**src/rtl/core/ddo_pkg.sv**
```systemverilog
// ----------------------------------------------------------------------------
// ddo_pkg
// Shared types, constants and helpers for the differential drive odometry core.
// ----------------------------------------------------------------------------
package ddo_pkg;

    // configuration register indexes
    localparam int CFG_INDEX_WIDTH = 4;
    localparam logic [CFG_INDEX_WIDTH-1:0] REG_SPEED_SCALE      = 4'd0;
    localparam logic [CFG_INDEX_WIDTH-1:0] REG_INVERSE_WHEELBASE = 4'd1;

    localparam logic [15:0] SPEED_SCALE_RESET       = 16'd19149;
    localparam logic [15:0] INVERSE_WHEELBASE_RESET = 16'd1164;

    // shared multiplier operand and product widths
    localparam int MUL_A_WIDTH = 34;
    localparam int MUL_B_WIDTH = 32;
    localparam int PROD_WIDTH  = MUL_A_WIDTH + MUL_B_WIDTH;

    // round(2^32 / (2 pi)), converts rad to binary angle
    localparam logic signed [MUL_B_WIDTH-1:0] INV_TWO_PI_Q32 = 32'sd683565276;

    // cordic
    localparam int CORDIC_STEPS     = 16;
    localparam int CORDIC_WIDTH     = 34;
    localparam int CORDIC_STEP_BITS = 4;
    localparam logic signed [CORDIC_WIDTH-1:0] CORDIC_GAIN_Q30  = 34'sd652032874;
    localparam logic signed [CORDIC_WIDTH-1:0] CORDIC_QUARTER   = 34'sd1073741824;
    localparam logic signed [CORDIC_WIDTH-1:0] CORDIC_HALF_TURN = 34'sd2147483648;

    localparam logic [31:0] ATAN_TABLE [CORDIC_STEPS] = '{
        32'h20000000, 32'h12E4051E, 32'h09FB385B, 32'h051111D4,
        32'h028B0D43, 32'h0145D7E1, 32'h00A2F61E, 32'h00517C55,
        32'h0028BE53, 32'h00145F2F, 32'h000A2F98, 32'h000517CC,
        32'h00028BE6, 32'h000145F3, 32'h0000A2FA, 32'h0000517D
    };

    typedef struct packed {
        logic signed [MUL_A_WIDTH-1:0] a;
        logic signed [MUL_B_WIDTH-1:0] b;
    } mul_op_t;

    typedef enum logic [1:0] {
        CP_IDLE,
        CP_RUN,
        CP_FIX
    } cordic_phase_t;

    typedef enum logic [3:0] {
        ST_IDLE,
        ST_V,
        ST_Q,
        ST_W,
        ST_VDT,
        ST_WDT,
        ST_DH,
        ST_DHGET,
        ST_CWAIT,
        ST_DX,
        ST_DY,
        ST_PY,
        ST_OUT
    } state_t;

    // round half up, shift right and saturate to signed 16 bits
    function automatic logic signed [15:0] round_sat16(
        input logic signed [PROD_WIDTH-1:0] p,
        input int                           sh
    );
        logic signed [PROD_WIDTH-1:0] t;
        t = (p + (66'sd1 <<< (sh - 1))) >>> sh;
        if (t > 66'sd32767) begin
            return 16'sh7FFF;
        end else if (t < -66'sd32768) begin
            return 16'sh8000;
        end else begin
            return t[15:0];
        end
    endfunction

endpackage

```
**src/rtl/core/differential_drive_odometry_top.sv**
```systemverilog
// A new input word is taken only once the previous result word has been issued:
// the 16 cordic iterations on the old heading plus the multiply steps that follow
// them must finish first, and s_tready is high only while the core is idle.
// Velocity and heading products share one registered 34x32 multiplier meanwhile.
// Reset (aresetn low, synchronous) clears pose and heading to zero, restores the
// default gains and empties the output register.
// ----------------------------------------------------------------------------
// differential_drive_odometry_top
// Fixed point dead-reckoning odometry for a two-wheel differential drive.
// ----------------------------------------------------------------------------
module differential_drive_odometry_top #(
    parameter int POSITION_WIDTH = 32,
    parameter int ANGLE_WIDTH    = 16
) (
    input  logic                                aclk,
    input  logic                                aresetn,
    // config write channel
    input  logic                                cfg_valid,
    output logic                                cfg_ready,
    input  logic [ddo_pkg::CFG_INDEX_WIDTH-1:0] cfg_index,
    input  logic [15:0]                         cfg_data,
    // input words
    input  logic                                s_tvalid,
    output logic                                s_tready,
    // left_speed [15:0], right_speed [31:16], elapsed_time [47:32]
    input  logic [47:0]                         s_tdata,
    // result words
    output logic                                m_tvalid,
    input  logic                                m_tready,
    // pos_x [31:0], pos_y [63:32], heading [79:64],
    // linear_velocity [95:80], angular_velocity [111:96]
    output logic [111:0]                        m_tdata
);

    localparam int PW = POSITION_WIDTH;
    localparam int AW = ANGLE_WIDTH;
    localparam int AB = ddo_pkg::MUL_A_WIDTH;
    localparam int BB = ddo_pkg::MUL_B_WIDTH;
    localparam int PB = ddo_pkg::PROD_WIDTH;
    localparam int EW = (PW > 32) ? PW : 32;

    localparam logic signed [PW+1:0] POSE_MAX = {3'b000, {(PW-1){1'b1}}};
    localparam logic signed [PW+1:0] POSE_MIN = {3'b111, {(PW-1){1'b0}}};
    localparam logic signed [EW-1:0] OUT_MAX  = EW'($signed(32'h7FFF_FFFF));
    localparam logic signed [EW-1:0] OUT_MIN  = EW'($signed(32'h8000_0000));

    ddo_pkg::state_t state_reg, state_next;

    logic [15:0]          speed_scale_reg, inverse_wheelbase_reg;
    logic signed [15:0]   left_reg, right_reg;
    logic [15:0]          dt_reg;
    logic signed [15:0]   v_reg, w_reg;
    logic signed [31:0]   vdt_reg;
    logic [AW-1:0]        dh_reg;
    logic signed [PW-1:0] pose_x_reg, pose_y_reg;
    logic [AW-1:0]        heading_reg;

    logic                 m_tvalid_reg;
    logic signed [31:0]   out_x_reg, out_y_reg;
    logic [15:0]          out_heading_reg;
    logic signed [15:0]   out_v_reg, out_w_reg;

    ddo_pkg::mul_op_t     mul_op;
    logic signed [PB-1:0] prod;

    logic                 cordic_start, cordic_done;
    logic signed [31:0]   cordic_cos, cordic_sin;

    logic                 in_take, out_free;
    logic signed [16:0]   lr_sum, lr_diff;
    logic signed [PB-1:0] pos_round, heading_round;
    logic signed [PW+1:0] pose_delta, pose_sum;
    logic signed [PW-1:0] pose_sel, pose_sat;
    logic signed [EW-1:0] pose_x_ext, pose_y_ext;
    logic signed [31:0]   pos_x_clip, pos_y_clip;
    logic [15:0]          heading16;

    assign cfg_ready = 1'b1;
    assign s_tready  = (state_reg == ddo_pkg::ST_IDLE);
    assign in_take   = s_tvalid && s_tready;
    assign out_free  = !m_tvalid_reg || m_tready;

    assign cordic_start = in_take;

    ddo_cordic u_cordic (
        .aclk    (aclk),
        .aresetn (aresetn),
        .start   (cordic_start),
        .angle   ({s_tready ? heading_reg : heading_reg, {(32-AW){1'b0}}}),
        .done    (cordic_done),
        .cos_out (cordic_cos),
        .sin_out (cordic_sin)
    );

    ddo_mul u_mul (
        .aclk (aclk),
        .op   (mul_op),
        .prod (prod)
    );

    assign lr_sum  = 17'(left_reg) + 17'(right_reg);
    assign lr_diff = 17'(right_reg) - 17'(left_reg);

    // position step: round and shift out the Q2.30 and Q24.8 fractions
    assign pos_round  = (prod + (66'sd1 <<< 37)) >>> 38;
    assign pose_delta = pos_round[PW+1:0];
    assign pose_sel   = (state_reg == ddo_pkg::ST_DY) ? pose_x_reg : pose_y_reg;
    assign pose_sum   = (PW+2)'(pose_sel) + pose_delta;

    always_comb begin
        if (pose_sum > POSE_MAX) begin
            pose_sat = POSE_MAX[PW-1:0];
        end else if (pose_sum < POSE_MIN) begin
            pose_sat = POSE_MIN[PW-1:0];
        end else begin
            pose_sat = pose_sum[PW-1:0];
        end
    end

    // heading step only needs its low AW bits after the shift
    assign heading_round = prod + (66'sd1 <<< (55 - AW));

    assign pose_x_ext = EW'(pose_x_reg);
    assign pose_y_ext = EW'(pose_y_reg);

    always_comb begin
        if (pose_x_ext > OUT_MAX) begin
            pos_x_clip = OUT_MAX[31:0];
        end else if (pose_x_ext < OUT_MIN) begin
            pos_x_clip = OUT_MIN[31:0];
        end else begin
            pos_x_clip = pose_x_ext[31:0];
        end
        if (pose_y_ext > OUT_MAX) begin
            pos_y_clip = OUT_MAX[31:0];
        end else if (pose_y_ext < OUT_MIN) begin
            pos_y_clip = OUT_MIN[31:0];
        end else begin
            pos_y_clip = pose_y_ext[31:0];
        end
    end

    generate
        if (AW >= 16) begin : g_heading_top
            assign heading16 = heading_reg[AW-1 -: 16];
        end else begin : g_heading_pad
            assign heading16 = {heading_reg, {(16-AW){1'b0}}};
        end
    endgenerate

    always_comb begin
        state_next = state_reg;
        mul_op.a   = AB'(lr_sum);
        mul_op.b   = BB'(speed_scale_reg);
        unique case (state_reg)
            ddo_pkg::ST_IDLE: begin
                if (in_take) begin
                    state_next = ddo_pkg::ST_V;
                end
            end
            ddo_pkg::ST_V: begin
                mul_op.a   = AB'(lr_sum);
                mul_op.b   = BB'(speed_scale_reg);
                state_next = ddo_pkg::ST_Q;
            end
            ddo_pkg::ST_Q: begin
                mul_op.a   = AB'(lr_diff);
                mul_op.b   = BB'(speed_scale_reg);
                state_next = ddo_pkg::ST_W;
            end
            ddo_pkg::ST_W: begin
                // (r - l) * gain is in the product register now
                mul_op.a   = prod[AB-1:0];
                mul_op.b   = BB'(inverse_wheelbase_reg);
                state_next = ddo_pkg::ST_VDT;
            end
            ddo_pkg::ST_VDT: begin
                mul_op.a   = AB'(v_reg);
                mul_op.b   = BB'(dt_reg);
                state_next = ddo_pkg::ST_WDT;
            end
            ddo_pkg::ST_WDT: begin
                mul_op.a   = AB'(w_reg);
                mul_op.b   = BB'(dt_reg);
                state_next = ddo_pkg::ST_DH;
            end
            ddo_pkg::ST_DH: begin
                mul_op.a   = AB'($signed(prod[31:0]));
                mul_op.b   = ddo_pkg::INV_TWO_PI_Q32;
                state_next = ddo_pkg::ST_DHGET;
            end
            ddo_pkg::ST_DHGET: begin
                state_next = ddo_pkg::ST_CWAIT;
            end
            ddo_pkg::ST_CWAIT: begin
                if (cordic_done) begin
                    state_next = ddo_pkg::ST_DX;
                end
            end
            ddo_pkg::ST_DX: begin
                mul_op.a   = AB'(vdt_reg);
                mul_op.b   = cordic_cos;
                state_next = ddo_pkg::ST_DY;
            end
            ddo_pkg::ST_DY: begin
                mul_op.a   = AB'(vdt_reg);
                mul_op.b   = cordic_sin;
                state_next = ddo_pkg::ST_PY;
            end
            ddo_pkg::ST_PY: begin
                state_next = ddo_pkg::ST_OUT;
            end
            ddo_pkg::ST_OUT: begin
                if (out_free) begin
                    state_next = ddo_pkg::ST_IDLE;
                end
            end
            default: begin
                state_next = ddo_pkg::ST_IDLE;
            end
        endcase
    end

    always_ff @(posedge aclk) begin
        if (!aresetn) begin
            state_reg             <= ddo_pkg::ST_IDLE;
            speed_scale_reg       <= ddo_pkg::SPEED_SCALE_RESET;
            inverse_wheelbase_reg <= ddo_pkg::INVERSE_WHEELBASE_RESET;
            pose_x_reg            <= '0;
            pose_y_reg            <= '0;
            heading_reg           <= '0;
            m_tvalid_reg          <= 1'b0;
        end else begin
            state_reg <= state_next;
            if (cfg_valid && cfg_ready) begin
                if (cfg_index == ddo_pkg::REG_SPEED_SCALE) begin
                    speed_scale_reg <= cfg_data;
                end else if (cfg_index == ddo_pkg::REG_INVERSE_WHEELBASE) begin
                    inverse_wheelbase_reg <= cfg_data;
                end
            end
            if (state_reg == ddo_pkg::ST_DY) begin
                pose_x_reg <= pose_sat;
            end
            if (state_reg == ddo_pkg::ST_PY) begin
                pose_y_reg  <= pose_sat;
                heading_reg <= heading_reg + dh_reg;
            end
            if (state_reg == ddo_pkg::ST_OUT && out_free) begin
                m_tvalid_reg <= 1'b1;
            end else if (m_tready) begin
                m_tvalid_reg <= 1'b0;
            end
        end
    end

    always_ff @(posedge aclk) begin
        if (in_take) begin
            left_reg  <= $signed(s_tdata[15:0]);
            right_reg <= $signed(s_tdata[31:16]);
            dt_reg    <= s_tdata[47:32];
        end
        if (state_reg == ddo_pkg::ST_Q) begin
            v_reg <= ddo_pkg::round_sat16(prod, 13);
        end
        if (state_reg == ddo_pkg::ST_VDT) begin
            w_reg <= ddo_pkg::round_sat16(prod, 20);
        end
        if (state_reg == ddo_pkg::ST_WDT) begin
            vdt_reg <= prod[31:0];
        end
        if (state_reg == ddo_pkg::ST_DHGET) begin
            dh_reg <= heading_round[55 -: AW];
        end
        if (state_reg == ddo_pkg::ST_OUT && out_free) begin
            out_x_reg       <= pos_x_clip;
            out_y_reg       <= pos_y_clip;
            out_heading_reg <= heading16;
            out_v_reg       <= v_reg;
            out_w_reg       <= w_reg;
        end
    end

    assign m_tvalid = m_tvalid_reg;
    assign m_tdata  = {out_w_reg, out_v_reg, out_heading_reg, out_y_reg, out_x_reg};

`ifndef SYNTHESIS
    a_cordic_ready: assert property (@(posedge aclk) disable iff (!aresetn)
        (state_reg == ddo_pkg::ST_DX) |-> cordic_done)
        else $error("position step issued before cordic finished");

    a_busy_after_take: assert property (@(posedge aclk) disable iff (!aresetn)
        (s_tvalid && s_tready) |=> (!s_tready && !cordic_done))
        else $error("input taken while an update is still running");

    a_result_source: assert property (@(posedge aclk) disable iff (!aresetn)
        $rose(m_tvalid) |-> $past(state_reg == ddo_pkg::ST_OUT))
        else $error("result word raised outside the output step");

    a_no_overwrite: assert property (@(posedge aclk) disable iff (!aresetn)
        (m_tvalid && !m_tready && state_reg == ddo_pkg::ST_OUT) |=>
            (state_reg == ddo_pkg::ST_OUT))
        else $error("pending result word would be overwritten");
`endif

endmodule

```
**src/rtl/core/ddo_mul.sv**
```systemverilog
// ----------------------------------------------------------------------------
// ddo_mul
// Shared signed multiplier with a registered product.
// ----------------------------------------------------------------------------
module ddo_mul (
    input  logic                                     aclk,
    input  ddo_pkg::mul_op_t                         op,
    output logic signed [ddo_pkg::PROD_WIDTH-1:0]    prod
);

    logic signed [ddo_pkg::PROD_WIDTH-1:0] prod_reg;
    logic signed [ddo_pkg::PROD_WIDTH-1:0] prod_next;

    assign prod_next = $signed(op.a) * $signed(op.b);

    always_ff @(posedge aclk) begin
        prod_reg <= prod_next;
    end

    assign prod = prod_reg;

endmodule

```
**src/rtl/core/ddo_cordic.sv**
```systemverilog
// ----------------------------------------------------------------------------
// ddo_cordic
// Iterative rotation-mode cordic, one micro-rotation per cycle, Q2.30 cos/sin.
// ----------------------------------------------------------------------------
module ddo_cordic (
    input  logic               aclk,
    input  logic               aresetn,
    input  logic               start,
    input  logic [31:0]        angle,
    output logic               done,
    output logic signed [31:0] cos_out,
    output logic signed [31:0] sin_out
);

    localparam int CW = ddo_pkg::CORDIC_WIDTH;

    ddo_pkg::cordic_phase_t phase_reg, phase_next;

    logic signed [CW-1:0] x_reg, y_reg, z_reg;
    logic signed [CW-1:0] x_next, y_next, z_next;
    logic [ddo_pkg::CORDIC_STEP_BITS-1:0] step_reg;
    logic                 flip_reg, flip_next;
    logic                 done_reg;
    logic signed [31:0]   cos_reg, sin_reg;

    logic signed [CW-1:0] z_start, xs, ys, atan_s;

    assign z_start = CW'($signed(angle));
    assign xs      = x_reg >>> step_reg;
    assign ys      = y_reg >>> step_reg;
    assign atan_s  = $signed(CW'(ddo_pkg::ATAN_TABLE[step_reg]));

    always_ff @(posedge aclk) begin
        if (!aresetn) begin
            phase_reg <= ddo_pkg::CP_IDLE;
            done_reg  <= 1'b0;
            step_reg  <= '0;
        end else begin
            phase_reg <= phase_next;
            if (start) begin
                done_reg <= 1'b0;
                step_reg <= '0;
            end else if (phase_reg == ddo_pkg::CP_RUN) begin
                step_reg <= step_reg + 1'b1;
            end else if (phase_reg == ddo_pkg::CP_FIX) begin
                done_reg <= 1'b1;
            end
        end
    end

    always_ff @(posedge aclk) begin
        x_reg    <= x_next;
        y_reg    <= y_next;
        z_reg    <= z_next;
        flip_reg <= flip_next;
        if (phase_reg == ddo_pkg::CP_FIX) begin
            cos_reg <= flip_reg ? 32'(-x_reg) : 32'(x_reg);
            sin_reg <= flip_reg ? 32'(-y_reg) : 32'(y_reg);
        end
    end

    always_comb begin
        phase_next = phase_reg;
        x_next     = x_reg;
        y_next     = y_reg;
        z_next     = z_reg;
        flip_next  = flip_reg;
        if (start) begin
            phase_next = ddo_pkg::CP_RUN;
            x_next     = ddo_pkg::CORDIC_GAIN_Q30;
            y_next     = '0;
            // fold the far half-plane onto the near one, negate at the end
            if (z_start > ddo_pkg::CORDIC_QUARTER) begin
                z_next    = z_start - ddo_pkg::CORDIC_HALF_TURN;
                flip_next = 1'b1;
            end else if (z_start < -ddo_pkg::CORDIC_QUARTER) begin
                z_next    = z_start + ddo_pkg::CORDIC_HALF_TURN;
                flip_next = 1'b1;
            end else begin
                z_next    = z_start;
                flip_next = 1'b0;
            end
        end else begin
            unique case (phase_reg)
                ddo_pkg::CP_IDLE: begin
                    phase_next = ddo_pkg::CP_IDLE;
                end
                ddo_pkg::CP_RUN: begin
                    if (!z_reg[CW-1]) begin
                        x_next = x_reg - ys;
                        y_next = y_reg + xs;
                        z_next = z_reg - atan_s;
                    end else begin
                        x_next = x_reg + ys;
                        y_next = y_reg - xs;
                        z_next = z_reg + atan_s;
                    end
                    if (step_reg == ddo_pkg::CORDIC_STEP_BITS'(ddo_pkg::CORDIC_STEPS - 1)) begin
                        phase_next = ddo_pkg::CP_FIX;
                    end
                end
                ddo_pkg::CP_FIX: begin
                    phase_next = ddo_pkg::CP_IDLE;
                end
                default: begin
                    phase_next = ddo_pkg::CP_IDLE;
                end
            endcase
        end
    end

    assign done    = done_reg;
    assign cos_out = cos_reg;
    assign sin_out = sin_reg;

endmodule
```
**config.mk**
```make
export PLATFORM = sky130hd
export DESIGN_NAME = differential_drive_odometry_top
export DESIGN_NICKNAME = d
export VERILOG_FILES = /design/src/rtl/core/ddo_pkg.sv /design/src/rtl/core/differential_drive_odometry_top.sv /design/src/rtl/core/ddo_mul.sv /design/src/rtl/core/ddo_cordic.sv
export SDC_FILE = /design/constraint.sdc
export NUM_CORES = 2
export LEC_CHECK = 0
export BUFFER_PORTS_ARGS = -buffer_cell sky130_fd_sc_hd__buf_2
export CAP_MARGIN = 5
export CORE_MARGIN = 4
export CORE_UTILIZATION = 35
export CTS_CLUSTER_SIZE = 20
export DETAILED_ROUTE_END_ITERATION = 12
export GPL_ROUTABILITY_DRIVEN = 0
export GPL_TIMING_DRIVEN = 0
export PLACE_DENSITY = 0.55
export SLEW_MARGIN = 20
export SYNTH_ARGS = -nofsm -noshare
export SYNTH_HDL_FRONTEND = slang
export SYNTH_SLANG_ARGS = --single-unit
```
**constraint.sdc**
```tcl
create_clock -name aclk -period 16.9 [get_ports aclk]
set_input_delay 0.845 -clock aclk [delete_from_list [all_inputs] [get_ports aclk]]
set_output_delay 0.845 -clock aclk [all_outputs]
set_load 0.01 [all_outputs]
```
==> Yosys cells after proc, flatten, opt, wreduce, memory -nomap -nowiden <==
Memory sizes are Yosys's and may differ from the RTL's.
Cells that the tools add are included.
{ "totals": {"n_memories": 1, "regBits": 597, "latchBits": 0, "mem_bits_rw": 0, "input_bits": 73, "output_inout_bits": 115, "rom_bits": 512, "word_cells": 133} }
{ "memory_table": {"columns": ["memory", "words", "word_bits", "read_ports", "rd_clocked_by_memory_dff", "write_ports", "line_no", "text"], "rows": [
  ["(no name shown)", 16, 32, 1, 0, 0, "ddo_cordic.sv:31", "assign atan_s = $signed(CW'(ddo_pkg::ATAN_TABLE[step_reg]));"]
]} }
{ "classes": {"magnitude_cmp": 13, "n_shift": 2, "div_mod_pow": 0, "eq_ne": 20, "n_reduce_logical": 14, "bitwise_logic": 4, "muxes": 29, "add_sub_neg": 19, "multipliers": 1} }
{ "ops": {"columns": ["cell", "n"], "rows": [
  ["66-bit case mux with 7 select lines", 1],
  ["32-bit two-way mux", 9],
  ["34-bit two-way mux", 7],
  ["32-bit greater-than comparator (second input constant)", 3],
  ["34-bit adder", 2],
  ["34-bit by 4-bit >>> shifter with 34-bit output", 2],
  ["34-bit subtractor", 2],
  ["66-bit by 14-bit adder with 66-bit output (second input constant)", 1],
  ["66-bit by 21-bit adder with 66-bit output (second input constant)", 1],
  ["66-bit by 39-bit adder with 66-bit output (second input constant)", 1],
  ["34-bit by 32-bit multiplier with 66-bit output", 1],
  ["32-bit less-than comparator (second input constant)", 2],
  ["32-bit negation", 2],
  ["56-bit by 41-bit adder with 56-bit output (second input constant)", 1],
  ["53-bit by 16-bit greater-than comparator with 1-bit output (second input constant)", 1],
  ["53-bit by 16-bit less-than comparator with 1-bit output (second input constant)", 1],
  ["4-bit case mux with 13 select lines", 1],
  ["46-bit by 16-bit greater-than comparator with 1-bit output (second input constant)", 1],
  ["46-bit by 16-bit less-than comparator with 1-bit output (second input constant)", 1],
  ["32-bit by 33-bit adder with 34-bit output (second input constant)", 1],
  ["34-bit by 33-bit adder with 34-bit output", 1],
  ["32-bit by 33-bit subtractor with 34-bit output (second input constant)", 1],
  ["34-bit by 33-bit subtractor with 34-bit output", 1],
  ["32-bit by 28-bit adder with 33-bit output", 1],
  ["31 further kinds", 57]
]} }

==> Longest topological paths before layout <==
{ "depth": {"word_depth": 8, "ltp_mapped": 43, "mapped_depth_nobuf": 41} }

==> Cells and area by module <==
A second synthesis with hierarchy kept.
{ "hier_totals": {"cells_unflattened": 8728, "area_unflattened_um2": 79761.5} }
{ "by_module_without_submodules": {"columns": ["module", "cells_each", "instances", "area_per_inst_um2", "seq_area_each_um2"], "rows": [
  ["ddo_mul", 4377, 1, 40304.9, 1321.3],
  ["differential_drive_odometry_top", 2172, 1, 20741.1, 9549.2],
  ["ddo_cordic", 2179, 1, 18715.4, 4474.3]
]} }

==> Least setup slack after synthesis <==
Ideal clock, no wire load.
{ "synth_timing": {"path_kind": "input port to flip-flop", "start": "in m_tready", "end": "reg out_heading_reg[0] (enable)", "setup_ps": 858, "path_stages": 2, "setup_slack_ps": 4634, "n_path_buf": 0, "arrival_ps": 11409, "required_ps": 16042, "path_cell_list": "nor2b_1 -> nor4_1"} }
{ "synth_via": {"elab_chain_len": 2} }
{ "synth_lines": {"columns": ["item", "line_no", "text"], "rows": [
  ["start, declared", "differential_drive_odometry_top.sv:29", "input logic m_tready,"],
  ["1-bit logical OR", "differential_drive_odometry_top.sv:81", "assign out_free = !m_tvalid_reg || m_tready;"],
  ["1-bit logical AND", "differential_drive_odometry_top.sv:275", "if (state_reg == ddo_pkg::ST_OUT && out_free) begin"],
  ["end signal, assigned", "differential_drive_odometry_top.sv:278", "out_heading_reg <= heading16;"],
  ["end, declared", "differential_drive_odometry_top.sv:60", "logic [15:0] out_heading_reg;"]
]} }
Every way passes these cells.
A chain may end at the register's enable or synchronous reset.

==> Final worst setup path <==
{ "layout_timing": {"start": "reg state_reg[1]", "end": "reg u_mul.prod_reg (netlist bit u_mul.prod[51])"} }
{ "layout_via": {"elab_chain_len": 3, "elab_cells_between_ends": 9, "cone_classes": "1 x mul; 7 x eq/ne; 1 x mux"} }
{ "layout_lines": {"columns": ["item", "line_no", "text"], "rows": [
  ["start, declared", "differential_drive_odometry_top.sv:47", "ddo_pkg::state_t state_reg, state_next;"],
  ["start signal, assigned", "differential_drive_odometry_top.sv:226", "state_reg <= ddo_pkg::ST_IDLE;"],
  ["start signal, assigned", "differential_drive_odometry_top.sv:234", "state_reg <= state_next;"],
  ["4-bit == test, or another cell as far along", "differential_drive_odometry_top.sv:155", "unique case (state_reg)"],
  ["66-bit case mux with 7 select lines *", "differential_drive_odometry_top.sv:155", null],
  ["34-bit by 32-bit multiplier with 66-bit output *", "ddo_mul.sv:14", "assign prod_next = $signed(op.a) * $signed(op.b);"],
  ["via u_mul.prod_next, one bit", "ddo_mul.sv:12", "logic signed [ddo_pkg::PROD_WIDTH-1:0] prod_next;"],
  ["end signal, assigned", "ddo_mul.sv:17", "prod_reg <= prod_next;"],
  ["end, declared", "ddo_mul.sv:11", "logic signed [ddo_pkg::PROD_WIDTH-1:0] prod_reg;"]
]} }
The timed path passes the listed nets; every way through them passes the cells marked *.

==> results.toml <==
[status]
status = "complete, no violations"

[layout]
largest_reg_flops = 66
final_common_cell = "inv_1"
nFillCells = 22300
area_growth_pct = 9.80
layout-drive-gt1-share = 0.0658
final_cell_mix = "inv_1 (1445), fa_1 (1147), nand2_1 (1102)"
fin_nets = 10700

[clocking]
clock_path_buffers = 3
cts_max_level = 3
cts_setup_buffers = 0
cts_tree = "built"
insertion_delay_ns = 0.70
clockRootBuffer = "clkbuf_16"
ctsHoldBuffers = 0
cts_sinks = 597
ctsResizeCount = 0
clk_pin_slew_ns = 0.07
cts_buffers = 67

[logic_synthesis]
synth_compound_gate_area_share = 0.105
synth.net_count = 10400
yosys_warnings = 0
synth_fa_ha_area_frac = 0.358
synth_edf_count = 339
synth_seq_cells = 597
yosys.area_share.simple = 0.154
synth_xor_area_frac = 0.0525
netlist_area_mm2 = 0.0776
synthCells = 8779
ys.flop_type = "edfxtp_1"
synth_top_family_by_area = "adder cells"
synthArstFlopShare = 0
yosysUniqueCellTypes = 95
yosysSeqAreaShare = 0.198
synthMuxAreaShare = 0.0361
synth_area_per_cell_um2 = 8.84

[placement]
io_buffers = 186
dp_hpwl_um = 253000

[setup_path]
required_ns = 17.44
end_kind = "flip-flop"
crit_arrival_ns = 13.94
worst_setup_path_start_kind = "flip-flop"
worst_path_largest_cell_delay_ns = 0.99
worstSetupPathType = "reg2reg"
cpMaxStageDelayCell = "a31oi_1"
r2r_start = "state_reg[1]$_SDFFE_PN0P_"
rr_worst_depth = 39
worst_path_most_repeated_cell = "fa_1"
cp_max_fo = 10
r2r-end = "u_mul.prod[51]$_DFF_P_"
r2r_setup_slack_ns = 3.51

[timing]
tns_ns = 0
rsz0062_at_grt = "no"
setup_viol = 0
finClkSkew_ns = 0.0414
slew_violations = 0
fmax_ghz = 0.0747
tightestPinTransition_ns = 1.32
hold_viol_final = 0
period_minus_slack_ns = 13.39
finalCritPeriodShare = 0.793
relSlewSlack = 0.121

[routing]
vias = 66400
drc_errors = 0
ant_nets = 0
drt_iter0_drc = 6675
postRouteWirelength_um = 307000
routedWlPerCell_um = 25.3
drt-pass1-iter-count = 6
vias_per_cell = 5.48

[grt]
grt_usage = 0.264
grt_pass1_wl_um = 449000
overflow = 0
antenna_found_initial = 23
grt_pass1_vias = 67700
grt_max_degree = 36

[hold_path]
hold_path_end = "dt_reg[7]$_DFFE_PP_"
worstHoldStart = "s_tdata[39]"
whs_path_depth = 1
hold_class = "in2reg"

[die]
core-area_mm2 = 0.220
row_count = 172
start_util = 0.352
io_pins = 188
die_w_um = 479
dieArea_mm2 = 0.229
dieHeight_um = 479

[job]
cap_violations = 0
critical path: cells and delay by family, from the launching register on:
family,cells,cell delay (ns)
simple gates,6,1.11
flops,1,0.31
compound gates,11,3.76
buf+inv,12,3.68
xor+xnor,1,0.22
fa+ha+maj,9,4.14
kinds of logic after synthesis:
kind of cell	count (synthesis)
flip-flops	597
multiplexers	164
XOR/XNOR	465
buffers and inverters	1981
other	1
AO/OA/AOI/OAI	1273
AND/OR/NAND/NOR	2769
adder cells (fa/ha/maj)	1529
how the worst max path moves through the flow:
stage,startpoint,end
3_3_place_gp,m_tready,out_heading_reg[6]$_DFFE_PP_
3_5_place_dp,left_reg[0]$_DFFE_PP_,u_mul.prod[65]$_DFF_P_
6_report,state_reg[1]$_SDFFE_PN0P_,u_mul.prod[51]$_DFF_P_
5_1_grt,left_reg[0]$_DFFE_PP_,u_mul.prod[65]$_DFF_P_
4_1_cts,left_reg[0]$_DFFE_PP_,u_mul.prod[65]$_DFF_P_
2_1_floorplan,m_tready,out_heading_reg[0]$_DFFE_PP_
cell usage after synthesis, drive strengths merged, types with 15 or more instances:
cell       n  share of area
inv     1448          0.070
fa      1149           0.30
nand2   1103          0.053
nor2     990          0.048
clkbuf   446          0.022
ha       380          0.061
a21oi    355          0.023
edfxtp   339           0.13
xnor2    326          0.037
o21ai    301          0.019
dfxtp    258          0.067
nand3    159          0.010
xor2     139          0.016
a21o      95         0.0092
nor3      92         0.0060
mux4      90          0.026
buf       80         0.0049
a31oi     73         0.0059
nand2b    70         0.0056
nand4     57         0.0047
and2      56         0.0045
mux2i     48         0.0062
a21boi    47         0.0045
and3      46         0.0037
a211oi    43         0.0042
nor2b     42         0.0034
o211ai    37         0.0036
o31ai     37         0.0036
o21a      34         0.0033
o21bai    33         0.0032
a22oi     32         0.0031
or2       29         0.0023
or3       27         0.0022
mux2      26         0.0038
nor4      26         0.0021
and4      25         0.0028
a31o      24         0.0027
a221o     17         0.0022
or4       17         0.0016
a221oi    15         0.0017
a222oi    15         0.0019
o41ai     15         0.0017
per-layer routing:
layer,GRT usage,part of all wire,vias to the layer above
met5,0.00621,0.00028,-
met1,0.323,0.38,33000
met4,0.173,0.082,14
met2,0.414,0.44,3638
met3,0.0650,0.10,974
li1,-,-,28700
metrics by stage:
step | setup WS, ns | std cells | utilization | area, um^2 | hold slack (ns)
after global placement | -3.79 | 11900 | 0.374 | 82200 | 0.414
final | 3.51 | 12100 | 0.387 | 85200 | 0.337
after CTS | 3.48 | 12100 | 0.387 | 85100 | 0.290
after floorplan | 4.63 | 8779 | - | 77600 | 0.406
after global routing | 3.10 | 12100 | 0.387 | 85200 | 0.312
after detailed placement | 3.51 | 12000 | 0.377 | 82900 | 0.416
final cells by class:
cell class | instances | area [um^2] | area share
Sequential cell | 597 | 15300 | 0.180
Buffer | 527 | 2080 | 0.0245
Clock inverter | 37 | 393 | 0.00461
Clock buffer | 87 | 1820 | 0.0214
Multi-Input combinational cell | 6201 | 55000 | 0.646
Antenna cell | 20 | 50.0 | 0.000587
Tap cell | 2958 | 3700 | 0.0434
Timing Repair Buffer | 233 | 1350 | 0.0158
Inverter | 1454 | 5460 | 0.0641
Power is left out: the tool's default activity adds up to more than one toggle a clock period on the data nets, which glitch-free logic cannot reach.
